[src/rtl/core/positional_list_engine_unit_macros.svh]
// Assertion helpers for the positional list engine.
// The checks are compiled out when SYNTHESIS is defined.
`ifndef POSITIONAL_LIST_ENGINE_UNIT_MACROS_SVH
`define POSITIONAL_LIST_ENGINE_UNIT_MACROS_SVH

`ifndef SYNTHESIS

// Same-cycle implication, disabled during reset.
`define PLE_ASSERT_IMP(label, clk, rst_n, ante, cons) \
	label: assert property (@(posedge clk) disable iff (!rst_n) (ante) |-> (cons)) \
		else $error("positional list engine check failed");

// Next-cycle implication, disabled during reset.
`define PLE_ASSERT_NEXT(label, clk, rst_n, ante, cons) \
	label: assert property (@(posedge clk) disable iff (!rst_n) (ante) |=> (cons)) \
		else $error("positional list engine check failed");

`else

`define PLE_ASSERT_IMP(label, clk, rst_n, ante, cons)
`define PLE_ASSERT_NEXT(label, clk, rst_n, ante, cons)

`endif

`endif

[src/rtl/core/ple_pkg.sv]
package ple_pkg;

	localparam int LIST_DEPTH = 64;
	localparam int ADDR_W     = $clog2(LIST_DEPTH);
	localparam int CNT_W      = $clog2(LIST_DEPTH + 1);

	// fixed field widths
	localparam int MODE_W   = 2;
	localparam int VALUE_W  = 32;
	localparam int POS_W    = 7;
	localparam int STATUS_W = 2;
	localparam int TOTAL_W  = 7;

	// compare width for position against count
	localparam int CMP_W = ((POS_W > CNT_W) ? POS_W : CNT_W) + 1;

	localparam int IN_DATA_W   = VALUE_W + POS_W;
	localparam int IN_TDATA_W  = ((IN_DATA_W + 7) / 8) * 8;
	localparam int OUT_DATA_W  = STATUS_W + TOTAL_W + VALUE_W;
	localparam int OUT_TDATA_W = ((OUT_DATA_W + 7) / 8) * 8;
	localparam int OUT_PAD_W   = OUT_TDATA_W - OUT_DATA_W;

	localparam logic [MODE_W-1:0] MODE_INSERT  = 2'd0;
	localparam logic [MODE_W-1:0] MODE_DELETE  = 2'd1;
	localparam logic [MODE_W-1:0] MODE_DISPLAY = 2'd2;

	localparam logic [STATUS_W-1:0] ST_DONE   = 2'd0;
	localparam logic [STATUS_W-1:0] ST_BADPOS = 2'd1;
	localparam logic [STATUS_W-1:0] ST_FULL   = 2'd2;

	typedef struct packed {
		logic                      we;
		logic [ADDR_W-1:0]         waddr;
		logic signed [VALUE_W-1:0] wdata;
		logic                      re;
		logic [ADDR_W-1:0]         raddr;
	} ram_req_t;

	typedef struct packed {
		logic                      load;
		logic [STATUS_W-1:0]       status;
		logic [TOTAL_W-1:0]        entry_total;
		logic signed [VALUE_W-1:0] element;
		logic                      element_valid;
		logic                      last;
	} result_t;

endpackage

[src/rtl/core/ple_ram.sv]
module ple_ram import ple_pkg::*; (
	input  logic                      clk,
	input  ram_req_t                  req,
	output logic signed [VALUE_W-1:0] rd_data
);

	logic signed [VALUE_W-1:0] store_q [LIST_DEPTH];
	logic signed [VALUE_W-1:0] rd_data_q;

	always_ff @(posedge clk) begin
		if (req.we) begin
			store_q[req.waddr] <= req.wdata;
		end
	end

	always_ff @(posedge clk) begin
		if (req.re) begin
			rd_data_q <= store_q[req.raddr];
		end
	end

	assign rd_data = rd_data_q;

endmodule

[src/rtl/core/ple_ctrl.sv]
module ple_ctrl import ple_pkg::*; (
	input  logic                      clk,
	input  logic                      arst_n,
	input  logic                      in_valid,
	output logic                      in_ready,
	input  logic [MODE_W-1:0]         mode,
	input  logic signed [VALUE_W-1:0] value,
	input  logic [POS_W-1:0]          position,
	input  logic                      out_free,
	input  logic signed [VALUE_W-1:0] rd_data,
	output ram_req_t                  ram_req,
	output result_t                   res,
	output logic [CNT_W-1:0]          entry_total
);

	localparam logic [1:0] S_IDLE   = 2'd0;
	localparam logic [1:0] S_SHIFT  = 2'd1;
	localparam logic [1:0] S_DISP   = 2'd2;
	localparam logic [1:0] S_FINISH = 2'd3;

	logic [1:0]                state_q, state_d;
	logic [CNT_W-1:0]          cnt_q, cnt_d;
	logic [CNT_W-1:0]          rem_q, rem_d;
	logic [ADDR_W-1:0]         rd_ptr_q, rd_ptr_d;
	logic [ADDR_W-1:0]         ins_addr_q, ins_addr_d;
	logic signed [VALUE_W-1:0] val_q, val_d;
	logic [STATUS_W-1:0]       status_q, status_d;
	logic                      ins_q, ins_d;
	logic                      rd_vld_s1, rd_vld_d;
	logic [ADDR_W-1:0]         rd_addr_s1;
	logic [CMP_W-1:0]          pos_c, cnt_c;

	assign pos_c       = CMP_W'(position);
	assign cnt_c       = CMP_W'(cnt_q);
	assign in_ready    = (state_q == S_IDLE);
	assign entry_total = cnt_q;

	always_comb begin
		state_d    = state_q;
		cnt_d      = cnt_q;
		rem_d      = rem_q;
		rd_ptr_d   = rd_ptr_q;
		ins_addr_d = ins_addr_q;
		val_d      = val_q;
		status_d   = status_q;
		ins_d      = ins_q;
		rd_vld_d   = 1'b0;
		ram_req       = '0;
		ram_req.raddr = rd_ptr_q;
		res             = '0;
		res.entry_total = TOTAL_W'(cnt_q);
		res.status      = ST_DONE;

		unique case (state_q)
			S_IDLE: begin
				if (in_valid) begin
					unique case (mode)
						MODE_INSERT: begin
							if (pos_c == '0 || pos_c > cnt_c + 1'b1) begin
								status_d = ST_BADPOS;
								state_d  = S_FINISH;
							end else if (cnt_q == CNT_W'(LIST_DEPTH)) begin
								status_d = ST_FULL;
								state_d  = S_FINISH;
							end else begin
								// entries p-1..n-1 move up one, read from the top down
								status_d   = ST_DONE;
								cnt_d      = cnt_q + 1'b1;
								ins_d      = 1'b1;
								val_d      = value;
								ins_addr_d = ADDR_W'(position - 1'b1);
								rd_ptr_d   = ADDR_W'(cnt_q - 1'b1);
								rem_d      = CNT_W'(cnt_c - pos_c + 1'b1);
								state_d    = S_SHIFT;
							end
						end
						MODE_DELETE: begin
							if (pos_c == '0 || pos_c > cnt_c) begin
								status_d = ST_BADPOS;
								state_d  = S_FINISH;
							end else begin
								// entries p..n-1 move down one, read from the bottom up
								status_d = ST_DONE;
								cnt_d    = cnt_q - 1'b1;
								ins_d    = 1'b0;
								rd_ptr_d = ADDR_W'(position);
								rem_d    = CNT_W'(cnt_c - pos_c);
								state_d  = S_SHIFT;
							end
						end
						MODE_DISPLAY: begin
							status_d = ST_DONE;
							if (cnt_q == '0) begin
								state_d = S_FINISH;
							end else begin
								rd_ptr_d = '0;
								rem_d    = cnt_q;
								state_d  = S_DISP;
							end
						end
						default: begin
							status_d = ST_BADPOS;
							state_d  = S_FINISH;
						end
					endcase
				end
			end
			S_SHIFT: begin
				if (rem_q != '0) begin
					ram_req.re = 1'b1;
					rd_vld_d   = 1'b1;
					rem_d      = rem_q - 1'b1;
					rd_ptr_d   = ins_q ? rd_ptr_q - 1'b1 : rd_ptr_q + 1'b1;
				end
				// write back never lands on an entry that is still to be read
				if (rd_vld_s1) begin
					ram_req.we    = 1'b1;
					ram_req.waddr = ins_q ? rd_addr_s1 + 1'b1 : rd_addr_s1 - 1'b1;
					ram_req.wdata = rd_data;
				end else if (rem_q == '0) begin
					ram_req.we    = ins_q;
					ram_req.waddr = ins_addr_q;
					ram_req.wdata = val_q;
					state_d       = S_FINISH;
				end
			end
			S_DISP: begin
				if (rd_vld_s1) begin
					res.load          = 1'b1;
					res.element       = rd_data;
					res.element_valid = 1'b1;
					res.last          = (rem_q == '0);
					if (rem_q == '0) begin
						state_d = S_IDLE;
					end
				end else if (rem_q != '0 && out_free) begin
					ram_req.re = 1'b1;
					rd_vld_d   = 1'b1;
					rem_d      = rem_q - 1'b1;
					rd_ptr_d   = rd_ptr_q + 1'b1;
				end
			end
			S_FINISH: begin
				if (out_free) begin
					res.load   = 1'b1;
					res.status = status_q;
					res.last   = 1'b1;
					state_d    = S_IDLE;
				end
			end
			default: begin
				state_d = S_IDLE;
			end
		endcase
	end

	always_ff @(posedge clk or negedge arst_n) begin
		if (!arst_n) begin
			state_q   <= S_IDLE;
			cnt_q     <= '0;
			rem_q     <= '0;
			rd_vld_s1 <= 1'b0;
		end else begin
			state_q   <= state_d;
			cnt_q     <= cnt_d;
			rem_q     <= rem_d;
			rd_vld_s1 <= rd_vld_d;
		end
	end

	always_ff @(posedge clk) begin
		rd_ptr_q   <= rd_ptr_d;
		ins_addr_q <= ins_addr_d;
		val_q      <= val_d;
		status_q   <= status_d;
		ins_q      <= ins_d;
		rd_addr_s1 <= rd_ptr_q;
	end

endmodule

[src/rtl/core/positional_list_engine_unit.sv]
// Positional list engine: an ordered list of up to LIST_DEPTH signed 32-bit entries.
// Input stream (s_axis): one transfer per command. tuser carries the mode
// (insert at position, delete at position, display all); tdata carries value and position.
// Output stream (m_axis): insert, delete and bad commands give one transfer with
// tlast set; display gives one transfer per entry in list order, tlast on the final
// one, or a single transfer with no element when the list is empty.
// Insert and delete hold the engine while they walk the entries that move, through the
// single-read, single-write list RAM, one entry per cycle, with a registered read.
// Display reads one entry at a time: the next RAM read is issued only after the
// previous entry has moved into the output register.
// The next command is taken as soon as the engine is back to idle, even while the
// last result still sits in the output register.
// Reset: count cleared, list empty; RAM contents are not cleared and are never read
// before being written. A stalled m_axis holds the result and pauses the display walk.
`include "positional_list_engine_unit_macros.svh"

module positional_list_engine_unit import ple_pkg::*; (
	input  logic                   clk,
	input  logic                   arst_n,
	input  logic                   s_axis_tvalid,
	output logic                   s_axis_tready,
	// [31:0] value, [38:32] position, rest zero
	input  logic [IN_TDATA_W-1:0]  s_axis_tdata,
	// [1:0] mode
	input  logic [MODE_W-1:0]      s_axis_tuser,
	output logic                   m_axis_tvalid,
	input  logic                   m_axis_tready,
	// [1:0] status, [8:2] entry_total, [40:9] element, rest zero
	output logic [OUT_TDATA_W-1:0] m_axis_tdata,
	// [0] element_valid
	output logic [0:0]             m_axis_tuser,
	output logic                   m_axis_tlast
);

	ram_req_t                  ram_req;
	result_t                   res;
	logic signed [VALUE_W-1:0] rd_data;
	logic [CNT_W-1:0]          entry_total;
	logic                      out_free;

	// output register
	logic                      out_valid_q;
	logic [STATUS_W-1:0]       out_status_q;
	logic [TOTAL_W-1:0]        out_total_q;
	logic signed [VALUE_W-1:0] out_elem_q;
	logic                      out_ev_q;
	logic                      out_last_q;

	// free this cycle if empty or being drained by the current transfer
	assign out_free = !out_valid_q || m_axis_tready;

	ple_ram u_ram (
		.clk     (clk),
		.req     (ram_req),
		.rd_data (rd_data)
	);

	ple_ctrl u_ctrl (
		.clk         (clk),
		.arst_n      (arst_n),
		.in_valid    (s_axis_tvalid),
		.in_ready    (s_axis_tready),
		.mode        (s_axis_tuser),
		.value       (s_axis_tdata[VALUE_W-1:0]),
		.position    (s_axis_tdata[VALUE_W+POS_W-1:VALUE_W]),
		.out_free    (out_free),
		.rd_data     (rd_data),
		.ram_req     (ram_req),
		.res         (res),
		.entry_total (entry_total)
	);

	always_ff @(posedge clk or negedge arst_n) begin
		if (!arst_n) begin
			out_valid_q <= 1'b0;
		end else if (res.load) begin
			out_valid_q <= 1'b1;
		end else if (m_axis_tready) begin
			out_valid_q <= 1'b0;
		end
	end

	always_ff @(posedge clk) begin
		if (res.load) begin
			out_status_q <= res.status;
			out_total_q  <= res.entry_total;
			out_elem_q   <= res.element;
			out_ev_q     <= res.element_valid;
			out_last_q   <= res.last;
		end
	end

	assign m_axis_tvalid = out_valid_q;
	assign m_axis_tdata  = {{OUT_PAD_W{1'b0}}, out_elem_q, out_total_q, out_status_q};
	assign m_axis_tuser  = out_ev_q;
	assign m_axis_tlast  = out_last_q;

	// count stays within the list size
	`PLE_ASSERT_IMP(a_cnt_bound, clk, arst_n, 1'b1, entry_total <= CNT_W'(LIST_DEPTH))
	// a new result never overwrites one still waiting
	`PLE_ASSERT_IMP(a_no_overwrite, clk, arst_n, res.load, out_free)
	// a result without an element is always the last one of its command
	`PLE_ASSERT_IMP(a_noelem_last, clk, arst_n, m_axis_tvalid && !m_axis_tuser[0], m_axis_tlast)
	// the engine is not ready again in the cycle after it takes a command
	`PLE_ASSERT_NEXT(a_busy_after_take, clk, arst_n, s_axis_tvalid && s_axis_tready, !s_axis_tready)

endmodule

[config.mk]
export PLATFORM = sky130hd
export DESIGN_NAME = positional_list_engine_unit
export DESIGN_NICKNAME = d
export VERILOG_FILES = /design/src/rtl/core/ple_pkg.sv /design/src/rtl/core/ple_ram.sv /design/src/rtl/core/ple_ctrl.sv /design/src/rtl/core/positional_list_engine_unit.sv
export VERILOG_INCLUDE_DIRS = /design/src /design/src/rtl/core
export SDC_FILE = /design/constraint.sdc
export NUM_CORES = 2
export LEC_CHECK = 0
export CAP_MARGIN = 20
export CORE_MARGIN = 5
export CORE_UTILIZATION = 55
export CTS_BUF_LIST = sky130_fd_sc_hd__clkbuf_2
export CTS_CLUSTER_SIZE = 24
export DETAILED_ROUTE_END_ITERATION = 6
export DONT_BUFFER_PORTS = 1
export GPL_TIMING_DRIVEN = 0
export PLACE_DENSITY = 0.81
export RECOVER_POWER = 25
export SETUP_SLACK_MARGIN = 0.4
export SYNTH_ARGS = -nofsm -noshare
export SYNTH_HDL_FRONTEND = slang
export SYNTH_SLANG_ARGS = --single-unit
[constraint.sdc]
create_clock -name clk -period 5.6 [get_ports clk]
set_input_delay 0.56 -clock clk [delete_from_list [all_inputs] [get_ports clk]]
set_output_delay 0.56 -clock clk [all_outputs]
set_load 0.01 [all_outputs]
==> out/results.txt <==
Avg Inst Size Synth -> 19.99 um^2
Async SR Flop Fraction -> 0.008204
Routed Antenna Nets -> 0
vias per cell -> 6.918
Crit. End Element -> flip-flop
post-synthesis cell count -> 4292
dpl hpwl -> 171600 um
Setup WS pre-CTS -> 0.8523 ns
crit-path most repeated cell -> clkbuf_1
slowest cell on the critical path -> clkbuf_1
Initial Util -> 0.5512
crit share post-route -> 0.9806
PortBufs -> 0
CP required -> 7.12 ns
gr ovfl total -> 0
fin cells -> 7526
Max-Slew Margin vs Limit -> -0.8792
CTS buffer count -> 536
status -> finished with violations
Warnings, synthesis -> 0
Max Fclk -> 182.1 MHz
critical path class -> reg2reg
Die Height -> 405.0 um
die area -> 164000 um^2
Max FO, Critical Path -> 11
EDFF count, synth -> 2170
clock sinks -> 2194
Startpoint Class -> flip-flop
placed cell count -> 6471
clock latency on the worst-skew pair -> 1.83 ns
Int Power -> 28.48 mW
num rows -> 145
vias in the first global route -> 50800
Core Area -> 155700 um^2
RD Place Congestion -> 0.9602
P_sw -> 18.22 mW
Area growth syn-to-layout -> 13.23%
die width -> 405.0 um
HP Start -> s_axis_tdata[38]
Hold Violations, Final -> 0
drt total wl -> 265600 um
Yosys reg bits -> 2194
worst vdd ir -> 0.2778 mV
post-layout min period -> 5.492 ns
Fin Setup TNS -> 0 ns
Stages on worst setup path -> 10
RSZ-0062 raised after global routing -> no
H-tree level count -> 6
failing checks -> design-rule violations, max-capacitance violations, max-slew violations
switching part of the total power -> 0.3902
Max Cap Viol -> 6
combinational fraction of design power -> 0.367
CTS clk-pin slew, worst paths -> 0.12 ns
worst r2r path cells -> 10
nets -> 5185
Final Util -> 0.6241
post-route cell area -> 97150 um^2
pin count of the biggest net entering global routing -> 65
crit-path cells -> clkbuf_1 -> buf_4 -> clkbuf_1 -> clkbuf_1 -> mux2i_1 -> o221ai_1 -> a21oi_1 -> o21ai_0 -> o22ai_1 -> nor2_1
max-slew violations -> 165
initial DRC count -> 9669
Hold Path Depth -> 5
final worst slack -> 0.1084 ns
layout cells sized above 1 -> 0.2618
Clock power frac -> 0.221
dominant synthesized flop cell -> edfxtp_1
post-cts repair resize count -> 0
sequential share of power -> 0.413
placed standard-cell area -> 91250 um^2
endpoints failing setup -> 0
critical path buffer and inverter count -> 4
worst-case clock buffer depth -> 4
Netlist Area Pre-Place -> 85800 um^2
r2r startpoint -> u_ctrl.rd_ptr_q[0]
Final Power -> 46.70 mW
HP Class -> in2reg
DRC viols -> 27
via count -> 52070
Worst Clk Skew -> 0.2057 ns
CP Launch Point -> u_ctrl.rd_ptr_q[0]
Tot GR Track Use -> 0.3202
CTS tree -> built
cell family with most CP delay -> buffers and inverters
sequential area share after synthesis -> 0.7661
Leakage -> 31.91 nW
Worst EP arrival -> 7.01 ns
Ports -> 98
Crit path largest cell delay -> 1.24 ns
Worst Max-Slew Pin Slew -> 2.819 ns
drt first pass iters -> 7
PD cells -> 480.7 nW/um^2
initial antenna violation count -> 9
Unique masters post-synth -> 81
worst hold margin -> 0.1580 ns
routed len/inst -> 35.29 um
first-pass GRT wire length -> 365600 um
CTS root buffer -> clkbuf_2
-- kinds of logic after synthesis --
family	share of synthesized area
flip-flops	0.7661
multiplexers	0.1382
AO/OA/AOI/OAI	0.04992
AND/OR/NAND/NOR	0.02151
buffers and inverters	0.01508
adder cells (fa/ha/maj)	0.005571
XOR/XNOR	0.003573
other	0.00004371
-- per-layer routing --
layer	routed length, um	up-vias	global-route usage
met3	44740	1159	0.1445
met5	804	-	0.02022
met1	83290	25480	0.3882
met4	19910	16	0.1922
met2	116900	5531	0.4735
li1	-	19880	-
-- sequential cells by signal, indices dropped and copies added, names as in the netlist --
name and cells:
u_ctrl.state_q 2, out_status_q 2, m_axis_tuser 1, u_ctrl.rem_q 7, out_elem_q 32, u_ram.store_q 2048
m_axis_tvalid 1, u_ram.rd_data 32, u_ctrl.ins_addr_q 6, u_ctrl.status_q 2, u_ctrl.rd_addr_s1 6, u_ctrl.val_q 32
u_ctrl.rd_ptr_q 6, u_ctrl.rd_vld_s1 1, m_axis_tlast 1, u_ctrl.entry_total 7, out_total_q 7, u_ctrl.ins_q 1
-- tightest hold or removal path: cells and delay by family --
kind                   cells  cell delay (ns)
buffers and inverters      1             0.60
AND/OR/NAND/NOR            4             0.50
-- layout by cell type (no fill, tap or decap), types with 21 or more instances in the layout --
cell type / count
ha_1: 35
inv_1: 37
o221ai_1: 208
o21ai_0: 36
buf_4: 24
clkinv_1: 103
clkbuf_1: 149
a21oi_1: 132
xnor2_1: 21
dlygate4sd3_1: 134
nor3_1: 50
clkbuf_2: 747
nand2_1: 58
mux4_2: 340
buf_12: 76
a22o_1: 23
nor2_1: 97
and3_1: 40
edfxtp_1: 2170
nor2_4: 65
o22ai_1: 70
nand3_1: 29
diode_2: 29
buf_2: 66
mux2i_1: 416
-- power groups by stage --
stage / logic (mW) / clock network, mW / registers, mW
2_1_floorplan: 9.29 / 0 / 19.4
3_3_place_gp: 15.1 / 0 / 19.6
3_5_place_dp: 15.9 / 0 / 19.6
4_1_cts: 16.1 / 10.2 / 19.2
5_1_grt: 17.3 / 11.2 / 19.3
6_report: 17.1 / 10.3 / 19.3
-- cell usage after synthesis (all sizes together) (5+ instances only) --
| master | count | area [um^2] |
|---|---|---|
| dfrtp | 18 | 450.4 |
| mux4 | 340 | 7657 |
| xor2 | 14 | 122.6 |
| nand3 | 29 | 145.1 |
| o221ai | 208 | 1822 |
| nor2b | 6 | 37.54 |
| a32oi | 5 | 43.79 |
| a22o | 33 | 289.0 |
| and3 | 40 | 250.2 |
| nor3b | 5 | 37.54 |
| xnor2 | 21 | 183.9 |
| buf | 117 | 629.4 |
| o22ai | 70 | 437.9 |
| nor2 | 163 | 619.3 |
| clkbuf | 135 | 506.7 |
| or3 | 5 | 31.28 |
| edfxtp | 2170 | 65160 |
| a22oi | 17 | 132.6 |
| a211oi | 10 | 80.07 |
| nand2 | 58 | 217.7 |
| a21oi | 134 | 689.4 |
| a221oi | 9 | 85.08 |
| a31oi | 7 | 43.79 |
| o21ai | 38 | 190.2 |
| mux2i | 416 | 4164 |
| inv | 39 | 146.4 |
| a21o | 6 | 45.04 |
| nor3 | 51 | 260.3 |
| ha | 35 | 437.9 |
| o32a | 8 | 80.08 |
| dfxtp | 6 | 120.1 |
-- path summary, 6_finish.rpt --
check / slack [ns] / to
max in group asynchronous: 3.84 / u_ctrl.entry_total[1]
hold reg to reg: 0.39 / u_ctrl.rd_addr_s1[5]
setup reg to reg: 0.11 / u_ram.rd_data[30]
min in group asynchronous: 0.57 / u_ctrl.entry_total[6]
hold / removal: 0.16 / u_ctrl.status_q[1]
setup / recovery: 0.11 / u_ram.rd_data[30]
-- repair_timing --
action                    4_1_cts  5_1_grt
hold buffers                  134        0
buffers inserted                0        0
hold endpoints to repair      208        0
-- layout make-up --
class	instances	area [um^2]
sequential	2194	65730
clock buffer	739	3699
multi-input combinational	1810	19280
fill	10330	58510
clock inverter	136	789.5
inverter	42	157.7
antenna	29	72.57
buffer	252	1122
timing repair buffer	266	3724
tap	2058	2575
Note: power is estimated with default switching activity, not from simulation.
